## src/hw/rtl/bmsi_pkg.sv

```systemverilog
`default_nettype none
package bmsi_pkg;

  localparam logic [1:0] OP_WRITE  = 2'd0;
  localparam logic [1:0] OP_TICK   = 2'd1;
  localparam logic [1:0] OP_LOOKUP = 2'd2;

  localparam int unsigned CFG_INDEX_W = 3;
  localparam int unsigned CFG_DATA_W  = 12;

  localparam logic [CFG_INDEX_W-1:0] CFG_SECOND_MODE  = 3'd0;
  localparam logic [CFG_INDEX_W-1:0] CFG_SELECT_LOW   = 3'd1;
  localparam logic [CFG_INDEX_W-1:0] CFG_SELECT_HIGH  = 3'd2;
  localparam logic [CFG_INDEX_W-1:0] CFG_ACK_COPIES   = 3'd3;
  localparam logic [CFG_INDEX_W-1:0] CFG_ASSERT_DELAY = 3'd4;

  localparam logic [3:0] GRP_PRG0  = 4'h8;
  localparam logic [3:0] GRP_MISC  = 4'h9;
  localparam logic [3:0] GRP_PRG1  = 4'hA;
  localparam logic [3:0] GRP_CHR_B = 4'hB;
  localparam logic [3:0] GRP_CHR_C = 4'hC;
  localparam logic [3:0] GRP_CHR_D = 4'hD;
  localparam logic [3:0] GRP_CHR_E = 4'hE;
  localparam logic [3:0] GRP_IRQ   = 4'hF;

  localparam logic [1:0] SEL_0 = 2'd0;
  localparam logic [1:0] SEL_1 = 2'd1;
  localparam logic [1:0] SEL_2 = 2'd2;
  localparam logic [1:0] SEL_3 = 2'd3;

  localparam logic [1:0] SLOT_REG0  = 2'd0;
  localparam logic [1:0] SLOT_REG1  = 2'd1;
  localparam logic [1:0] SLOT_FIXED = 2'd2;
  localparam logic [1:0] SLOT_LAST  = 2'd3;

  localparam logic [7:0] PRG_FIXED_BANK = 8'hFE;
  localparam logic [7:0] PRG_LAST_BANK  = 8'hFF;

  localparam logic [9:0] PRESCALE_PERIOD = 10'd341;
  localparam logic [9:0] PRESCALE_STEP   = 10'd3;

  typedef struct packed {
    logic [1:0]  opcode;
    logic [15:0] cpu_address;
    logic [7:0]  write_data;
    logic [12:0] ppu_address;
  } in_item_t;

  typedef struct packed {
    logic        irq_asserted;
    logic [7:0]  prg_bank;
    logic [11:0] chr_bank;
    logic [1:0]  mirror_mode;
    logic        wram_mapped;
  } out_item_t;

endpackage
`default_nettype wire

```

## src/hw/rtl/bank_mapper_with_scanline_irq.sv

```systemverilog
// Channel | Direction | Handshake           | Payload
// in      | input     | in_valid / in_ready | in_data (in_item_t)
// out     | output    | out_valid/out_ready | out_data (out_item_t)
// cfg     | input     | cfg_we              | cfg_index, cfg_wdata
//
// Each transfer on in updates the mapper state and loads its result into the
// output register at the same edge, so the result appears in the cycle after the transfer.
// One item is taken every cycle unless the sink stalls; the single output register sets the rate.
// in_ready drops only while a result waits in that register and out_ready is low.
// Synchronous active-low reset restores all banks, the IRQ unit and the
// configuration registers to their documented values.
`default_nettype none
module bank_mapper_with_scanline_irq
  import bmsi_pkg::*;
(
  input  wire logic                   clk,
  input  wire logic                   rst_n,
  input  wire logic                   in_valid,
  output logic                        in_ready,
  input  wire in_item_t               in_data,
  output logic                        out_valid,
  input  wire logic                   out_ready,
  output out_item_t                   out_data,
  input  wire logic                   cfg_we,
  input  wire logic [CFG_INDEX_W-1:0] cfg_index,
  input  wire logic [CFG_DATA_W-1:0]  cfg_wdata
);

  logic        second_mode_r;
  logic [11:0] select_low_r;
  logic [11:0] select_high_r;
  logic        ack_copies_r;
  logic [7:0]  assert_delay_r;

  logic [7:0]  prg_regs_r [2];
  logic [11:0] chr_regs_r [8];
  logic [1:0]  mirror_r;
  logic        wram_enable_r;
  logic        prg_swap_r;
  logic [2:0]  irq_control_r;
  logic [7:0]  irq_counter_r;
  logic [7:0]  irq_reload_r;
  logic [9:0]  prescaler_r;
  logic [7:0]  countdown_r;
  logic        irq_line_r;

  logic [7:0]  prg_regs_nxt [2];
  logic [11:0] chr_regs_nxt [8];
  logic [1:0]  mirror_nxt;
  logic        wram_enable_nxt;
  logic        prg_swap_nxt;
  logic [2:0]  irq_control_nxt;
  logic [7:0]  irq_counter_nxt;
  logic [7:0]  irq_reload_nxt;
  logic [9:0]  prescaler_nxt;
  logic [7:0]  countdown_nxt;
  logic        irq_line_nxt;

  logic        out_valid_r;
  out_item_t   out_data_r;
  out_item_t   result;

  logic        accept;
  logic [3:0]  grp;
  logic [1:0]  sel;
  logic [1:0]  sel_misc;
  logic [1:0]  grp_off;
  logic [2:0]  chr_idx;
  logic [10:0] pre_dec;
  logic [10:0] pre_wrap;
  logic        pre_fire;
  logic        cnt_fire;
  logic [7:0]  cnt_inc;
  logic [7:0]  cd_dec;
  logic [1:0]  slot;

  assign in_ready  = !out_valid_r || out_ready;
  assign accept    = in_valid && in_ready;
  assign out_valid = out_valid_r;
  assign out_data  = out_data_r;

  assign grp      = in_data.cpu_address[15:12];
  assign sel      = {|(in_data.cpu_address[11:0] & select_high_r),
                     |(in_data.cpu_address[11:0] & select_low_r)};
  assign sel_misc = second_mode_r ? sel : SEL_0;
  assign grp_off  = 2'(grp - GRP_CHR_B);
  assign chr_idx  = {grp_off, sel[1]};

  assign pre_dec  = {1'b0, prescaler_r} - {1'b0, PRESCALE_STEP};
  assign pre_wrap = pre_dec + {1'b0, PRESCALE_PERIOD};
  assign pre_fire = pre_dec[10] || (pre_dec == 11'd0);
  assign cnt_fire = irq_control_r[2] || pre_fire;
  assign cnt_inc  = irq_counter_r + 8'd1;
  assign cd_dec   = countdown_r - 8'd1;

  always_comb begin
    prg_regs_nxt    = prg_regs_r;
    chr_regs_nxt    = chr_regs_r;
    mirror_nxt      = mirror_r;
    wram_enable_nxt = wram_enable_r;
    prg_swap_nxt    = prg_swap_r;
    irq_control_nxt = irq_control_r;
    irq_counter_nxt = irq_counter_r;
    irq_reload_nxt  = irq_reload_r;
    prescaler_nxt   = prescaler_r;
    countdown_nxt   = countdown_r;
    irq_line_nxt    = irq_line_r;

    case (in_data.opcode)
      OP_WRITE: begin
        case (grp) inside
          GRP_PRG0: prg_regs_nxt[0] = in_data.write_data;
          GRP_PRG1: prg_regs_nxt[1] = in_data.write_data;
          GRP_MISC: begin
            case (sel_misc) inside
              SEL_0, SEL_1: mirror_nxt = in_data.write_data[1:0];
              SEL_2: begin
                wram_enable_nxt = in_data.write_data[0];
                prg_swap_nxt    = in_data.write_data[1];
              end
              default: ;
            endcase
          end
          GRP_CHR_B, GRP_CHR_C, GRP_CHR_D, GRP_CHR_E: begin
            if (sel[0]) begin
              chr_regs_nxt[chr_idx] = {in_data.write_data, chr_regs_r[chr_idx][3:0]};
            end else begin
              chr_regs_nxt[chr_idx] = {chr_regs_r[chr_idx][11:4], in_data.write_data[3:0]};
            end
          end
          GRP_IRQ: begin
            if (second_mode_r) begin
              case (sel)
                SEL_0: irq_reload_nxt = {irq_reload_r[7:4], in_data.write_data[3:0]};
                SEL_1: irq_reload_nxt = {in_data.write_data[3:0], irq_reload_r[3:0]};
                SEL_2: begin
                  irq_control_nxt = in_data.write_data[2:0];
                  if (in_data.write_data[1]) begin
                    irq_counter_nxt = irq_reload_r;
                    prescaler_nxt   = PRESCALE_PERIOD;
                  end
                  irq_line_nxt = 1'b0;
                end
                default: begin
                  if (ack_copies_r) begin
                    irq_control_nxt = {irq_control_r[2], irq_control_r[0], irq_control_r[0]};
                  end
                  irq_line_nxt = 1'b0;
                end
              endcase
            end
          end
          default: ;
        endcase
      end
      OP_TICK: begin
        if (countdown_r != 8'd0) begin
          countdown_nxt = cd_dec;
          if (cd_dec == 8'd0) begin
            irq_line_nxt = 1'b1;
          end
        end
        if (irq_control_r[1]) begin
          if (!irq_control_r[2]) begin
            prescaler_nxt = pre_fire ? pre_wrap[9:0] : pre_dec[9:0];
          end
          if (cnt_fire) begin
            irq_counter_nxt = cnt_inc;
            if (cnt_inc == 8'd0) begin
              irq_counter_nxt = irq_reload_r;
              countdown_nxt   = assert_delay_r;
              if (assert_delay_r == 8'd0) begin
                irq_line_nxt = 1'b1;
              end
            end
          end
        end
      end
      default: ;
    endcase
  end

  always_comb begin
    slot = in_data.cpu_address[14:13];
    if (prg_swap_nxt && !slot[0]) begin
      slot = slot ^ 2'b10;
    end
    result              = '0;
    result.irq_asserted = irq_line_nxt;
    if (in_data.cpu_address[15]) begin
      case (slot)
        SLOT_REG0:  result.prg_bank = prg_regs_nxt[0];
        SLOT_REG1:  result.prg_bank = prg_regs_nxt[1];
        SLOT_FIXED: result.prg_bank = PRG_FIXED_BANK;
        default:    result.prg_bank = PRG_LAST_BANK;
      endcase
    end
    result.chr_bank    = chr_regs_nxt[in_data.ppu_address[12:10]];
    result.mirror_mode = mirror_nxt & {second_mode_r, 1'b1};
    result.wram_mapped = wram_enable_nxt || !second_mode_r;
  end

  always_ff @(posedge clk) begin
    if (!rst_n) begin
      second_mode_r  <= 1'b1;
      select_low_r   <= 12'd1;
      select_high_r  <= 12'd2;
      ack_copies_r   <= 1'b1;
      assert_delay_r <= 8'd0;
    end else if (cfg_we) begin
      unique case (cfg_index)
        CFG_SECOND_MODE:  second_mode_r  <= cfg_wdata[0];
        CFG_SELECT_LOW:   select_low_r   <= cfg_wdata;
        CFG_SELECT_HIGH:  select_high_r  <= cfg_wdata;
        CFG_ACK_COPIES:   ack_copies_r   <= cfg_wdata[0];
        CFG_ASSERT_DELAY: assert_delay_r <= cfg_wdata[7:0];
        default: ;
      endcase
    end
  end

  always_ff @(posedge clk) begin
    if (!rst_n) begin
      prg_regs_r[0] <= 8'd0;
      prg_regs_r[1] <= 8'd1;
      for (int i = 0; i < 8; i++) begin
        chr_regs_r[i] <= 12'(i);
      end
      mirror_r      <= 2'd0;
      wram_enable_r <= 1'b1;
      prg_swap_r    <= 1'b0;
      irq_control_r <= 3'd0;
      irq_counter_r <= 8'd0;
      irq_reload_r  <= 8'd0;
      prescaler_r   <= 10'd0;
      countdown_r   <= 8'd0;
      irq_line_r    <= 1'b0;
    end else if (accept) begin
      prg_regs_r    <= prg_regs_nxt;
      chr_regs_r    <= chr_regs_nxt;
      mirror_r      <= mirror_nxt;
      wram_enable_r <= wram_enable_nxt;
      prg_swap_r    <= prg_swap_nxt;
      irq_control_r <= irq_control_nxt;
      irq_counter_r <= irq_counter_nxt;
      irq_reload_r  <= irq_reload_nxt;
      prescaler_r   <= prescaler_nxt;
      countdown_r   <= countdown_nxt;
      irq_line_r    <= irq_line_nxt;
    end
  end

  always_ff @(posedge clk) begin
    if (!rst_n) begin
      out_valid_r <= 1'b0;
    end else if (accept) begin
      out_valid_r <= 1'b1;
    end else if (out_ready) begin
      out_valid_r <= 1'b0;
    end
  end

  always_ff @(posedge clk) begin
    if (accept) begin
      out_data_r <= result;
    end
  end

endmodule
`default_nettype wire

```

## config.mk

```make
export PLATFORM = sky130hd
export DESIGN_NAME = bank_mapper_with_scanline_irq
export DESIGN_NICKNAME = d
export VERILOG_FILES = /design/src/hw/rtl/bmsi_pkg.sv /design/src/hw/rtl/bank_mapper_with_scanline_irq.sv
export SDC_FILE = /design/constraint.sdc
export NUM_CORES = 1
export LEC_CHECK = 0
export BUFFER_PORTS_ARGS = -buffer_cell sky130_fd_sc_hd__buf_2
export CORE_MARGIN = 4
export CORE_UTILIZATION = 25
export CTS_CLUSTER_DIAMETER = 40
export DETAILED_ROUTE_END_ITERATION = 8
export PLACE_DENSITY_LB_ADDON = 0.2
export SKIP_LAST_GASP = 1
export SYNTH_ARGS = -nofsm -noshare
export SYNTH_HDL_FRONTEND = slang
export SYNTH_SLANG_ARGS = --single-unit
```

## constraint.sdc

```tcl
create_clock -name clk -period 5.18 [get_ports clk]
set_input_delay 0.518 -clock clk [delete_from_list [all_inputs] [get_ports clk]]
set_output_delay 0.518 -clock clk [all_outputs]
set_load 0.01 [all_outputs]
```

After elaboration in Yosys (flattened, before gate mapping):

Cells that the tools add are included.

* logic and storage cells: 210
* output and inout bits: 26
* bits in registers: 213

* order comparisons: 3
* $add $sub $neg: 5
* multiplexer cells: 87
* bitwise gates (word level): 13
* reductions and logical operators: 40
* equal/unequal tests: 30

Operators with widths (number)
* two-way mux 96 bit: 6
* bitwise mux 96 bit: 2
* two-way mux 8 bit: 18
* two-way mux 10 bit: 11
* binary-select mux 12 bit (select 3 bit): 2
* two-way mux 12 bit: 5
* AND reduction 10 bit: 4
* demux 12 bit (select 3 bit): 1
* equality test 4 bit (second input constant): 8
* one-hot mux 8 bit (2 select lines): 2
* two-way mux 1 bit: 27
* AND 12 bit: 2
* logical NOT 8 bit: 3
* one-hot mux 8 bit (3 select lines): 1
* AND reduction 12 bit: 2
* OR reduction 12 bit: 2
* != test 2 bit (second input constant): 11
* one-hot mux 10 bit (2 select lines): 1
* two-way mux 16 bit: 1
* two-way mux 2 bit: 8
* AND reduction 2 bit: 6
* logical NOT 11 bit: 1
* subtractor 10 x 2 -> 11 bit (second input constant): 1
* adder 10 x 9 -> 10 bit (second input constant): 1
* 24 further kinds: 52

Longest topological paths before layout:

* depth after elaboration: 17
* mapped depth: 16

Worst setup path after synthesis:

No wires, ideal clock.

* path kind: input-to-reg
* from: input in_data[33] in the netlist's numbering
* to: register out_data_r (netlist bit out_data[7]), data pin
* data arrival time: 3.381 ns
* stages: 12
* setup slack: 1.527 ns
* library setup time: 0.272 ns
* path through: buf_2 -> inv_1 -> buf_1 -> ha_1 -> buf_2 -> o31a_1 -> a21oi_4 -> nor4_4 -> mux2_2 -> o311ai_1 -> a22oi_1 -> or4_1

RTL lines
* start, declared: line bank_mapper_with_scanline_irq.sv:20 `input wire in_item_t in_data,`
* end signal, assigned: line bank_mapper_with_scanline_irq.sv:265 `out_data_r <= result;`
* end, declared: line bank_mapper_with_scanline_irq.sv:60 `out_item_t out_data_r;`

==> run metrics <==
Final GP Congestion 0.894; count of cell types in the netlist 86; Layout Nets 1,683; chip height 231 µm; largest net degree at the start of global routing 63; DRC violations left 0; ys flop type dfxtp_1; WS Path Type in2reg; Crit. End Element register; Synth area leaders dfxtp_1 30%, nand2_1 8.9%, mux2i_1 7.5%; Global Route Usage Sum 0.175; Peak VDD IR 0.220 mV; static leakage 5.46 nW; DR WL met2 22,000 µm; row count 81; setup_tns 0 ps; DR vias 12,118; H-tree depth 2; Hold Violations, Final 0; Slew Limit Fails 0; pre-CTS WS 850 ps; Yosys top cell by area dfxtp_1; worst skew pair latency 540 ps; top cell type's share of synthesized area 0.304; routed wire length 47,900 µm; fmax 262 MHz; Max Cap Viol 0; CTS root buf clkbuf_16; Num CTS Buffers 39; DP Cell Count 2,234; status completed; hpwl dp 32,900 µm; vias in the first global route 11,721; Post-CTS Setup Repair Bufs 0; Core Box Area 49,100 µm²; Area growth syn-to-layout 20.2%; initial antenna violation count 2; Hold Path Class in2reg; Antenna Nets Post-Route 0; Critical Path Source Type primary input; wire length on met3 3570 µm; Synth Net Count 1,616; Hold Buf Count CTS 0; die area 53,400 µm²; Synth Register Bits 213; slowest CP cell ha_1; I/O Pins 85; Top delay family on crit path buffers and inverters; worst slew pin tran 1170 ps; number of DRC violations after detailed-routing iteration 0 934; final worst setup slack 1360 ps; vias per cell 5.25; Synth Cell Area 12,400 µm²; Critical Path Max Stage Delay 900 ps; CTS Sinks 213; Fin Clk Skew 16.4 ps; share of cells above drive strength 1 0.161; DRT Pass-1 Iters 8; Max Fanout on Critical Path 23; Worst Path Required 5570 ps; synth cell count leaders 294 x nand2_1, 192 x nor2_1, 189 x dfxtp_1; post-cts sizing count 0; leading cell type by number of instances after synthesis nand2_1; clock-pin transition on the worst setup and hold timing paths 50 ps; Avg Inst Size Synth 8.06 µm²; Period minus WS final 3820 ps; top sig layer met4; power per cell area 327 nW/µm²; final cycle utilization of the critical path 0.738; RSZ-0062 raised after global routing false; final std cells w/o fill 2,307; TritonCTS clock tree yes; slew margin rel. 0.216; first-pass GRT wire length 72,600 µm; CP Data Arrival Time 4210 ps; Starting Density 0.254; Cells after Synth 1,544; Ys Warns 0; post-synthesis async set-or-reset flop share 0; Finish-stage setup viols 0; routed len/inst 20.7 µm; Post-synth EDFFs 24; Die W 231 µm; Seq/Total Area, Yosys 0.362; CTS Buffer Depth 3; fill count 5,297; grt total ovfl 0; # port buffers 74; M1 WL 20,800 µm; Critical Path, Cell by Cell buf_2, inv_1, ha_1, buf_4, nand2b_1, o22ai_1, mux2_2, o31ai_1, buf_4, mux2i_1, o22ai_1, o211a_1; Buf+Inv Stages, Crit Path 4; total power 4.89 mW
[path summary, 6_finish.rpt]
kind	cells past startpoint	to	from	slack, ps
max	12	out_data[11]$_DFFE_PP_	in_data[33]	1360
min	3	out_valid$_SDFFE_PN0P_	in_valid	230
max reg2reg	11	out_data[13]$_DFFE_PP_	select_high_r[3]$_SDFFE_PN0P_	1680
min reg2reg	2	select_high_r[6]$_SDFFE_PN0P_	select_high_r[6]$_SDFFE_PN0P_	450
[registers in the layout (all words and copies together), names as in the netlist]
| signal | count |
|---|---|
| select_low_r | 12 |
| irq_reload_r | 8 |
| mirror_r | 2 |
| chr_regs_r | 96 |
| countdown_r | 8 |
| second_mode_r | 1 |
| assert_delay_r | 8 |
| prg_regs_r | 16 |
| prescaler_r | 10 |
| irq_counter_r | 8 |
| out_valid | 1 |
| select_high_r | 12 |
| wram_enable_r | 1 |
| ack_copies_r | 1 |
| irq_line_r | 1 |
| irq_control_r | 3 |
| prg_swap_r | 1 |
| out_data | 24 |
[routing by layer]
| metal | GRT usage | vias to the layer above |
|---|---|---|
| met5 | 0 | - |
| met4 | 0.0558 | 0 |
| met3 | 0.0440 | 103 |
| met2 | 0.284 | 440 |
| met1 | 0.229 | 5832 |
| li1 | - | 5743 |
[report_power, final]
part / internal, mW / leakage [nW] / total, mW / switching, mW
Combinational: 0.169 / 3.05 / 0.554 / 0.385
Clock: 1.71 / 0.652 / 2.62 / 0.907
Sequential: 1.70 / 1.76 / 1.72 / 0.0144
Total: 3.59 / 5.46 / 4.89 / 1.31
[cell usage in the layout, fill, tap and decap left out, drive strengths merged, types with 18 or more instances in the layout]
master	n
edfxtp	24
nor3	39
o21ai	62
mux4	22
nand2	295
clkbuf	51
o211ai	30
dfxtp	189
a21oi	144
a211oi	49
nor2	196
mux2i	93
buf	126
and2	18
nand3	40
inv	19
[cells by family (layout without fill, tap and decap cells)]
logic type      after synthesis  count (layout)  share of synthesized area
other cells                   0               2                          0
compound gates              396             396                      0.214
simple gates                673             673                      0.243
fa+ha+maj                    13              13                     0.0131
flops                       213             213                      0.362
xor+xnor                     13              13                    0.00915
buf+inv                     118             215                     0.0410
mux                         118             118                      0.117
[area by class of cell]
class	count	area, µm²	share of cell area
Clock inverter	20	206	0.0138
Timing Repair Buffer	126	761	0.0509
Multi-Input combinational cell	1213	7440	0.497
Sequential cell	213	4500	0.301
Inverter	18	70.1	0.00468
Clock buffer	51	1150	0.0766
Tap cell	664	831	0.0555
Antenna cell	2	5.00	0.000335
[per-stage QoR]
| stage | utilization | hold slack [ps] | instance area [µm²] |
|---|---|---|---|
| after floorplan | - | 436 | 12400 |
| after detailed placement | 0.277 | 449 | 13600 |
| final | 0.305 | 232 | 15000 |
| after global routing | 0.305 | 210 | 15000 |
| after global placement | 0.277 | 442 | 13600 |
| after CTS | 0.305 | 201 | 15000 |
[worst reg2reg max path, cell delays in order (launching register included)]
cell,delay (ps)
dfxtp_1,310
a22oi_1,280
nand2_1,90
buf_4,210
nor2_4,470
buf_4,250
mux4_2,520
mux2_2,290
o21ai_1,380
a21boi_0,240
nor4bb_1,80
buf_4,150
(Power assumes the default switching activity.)
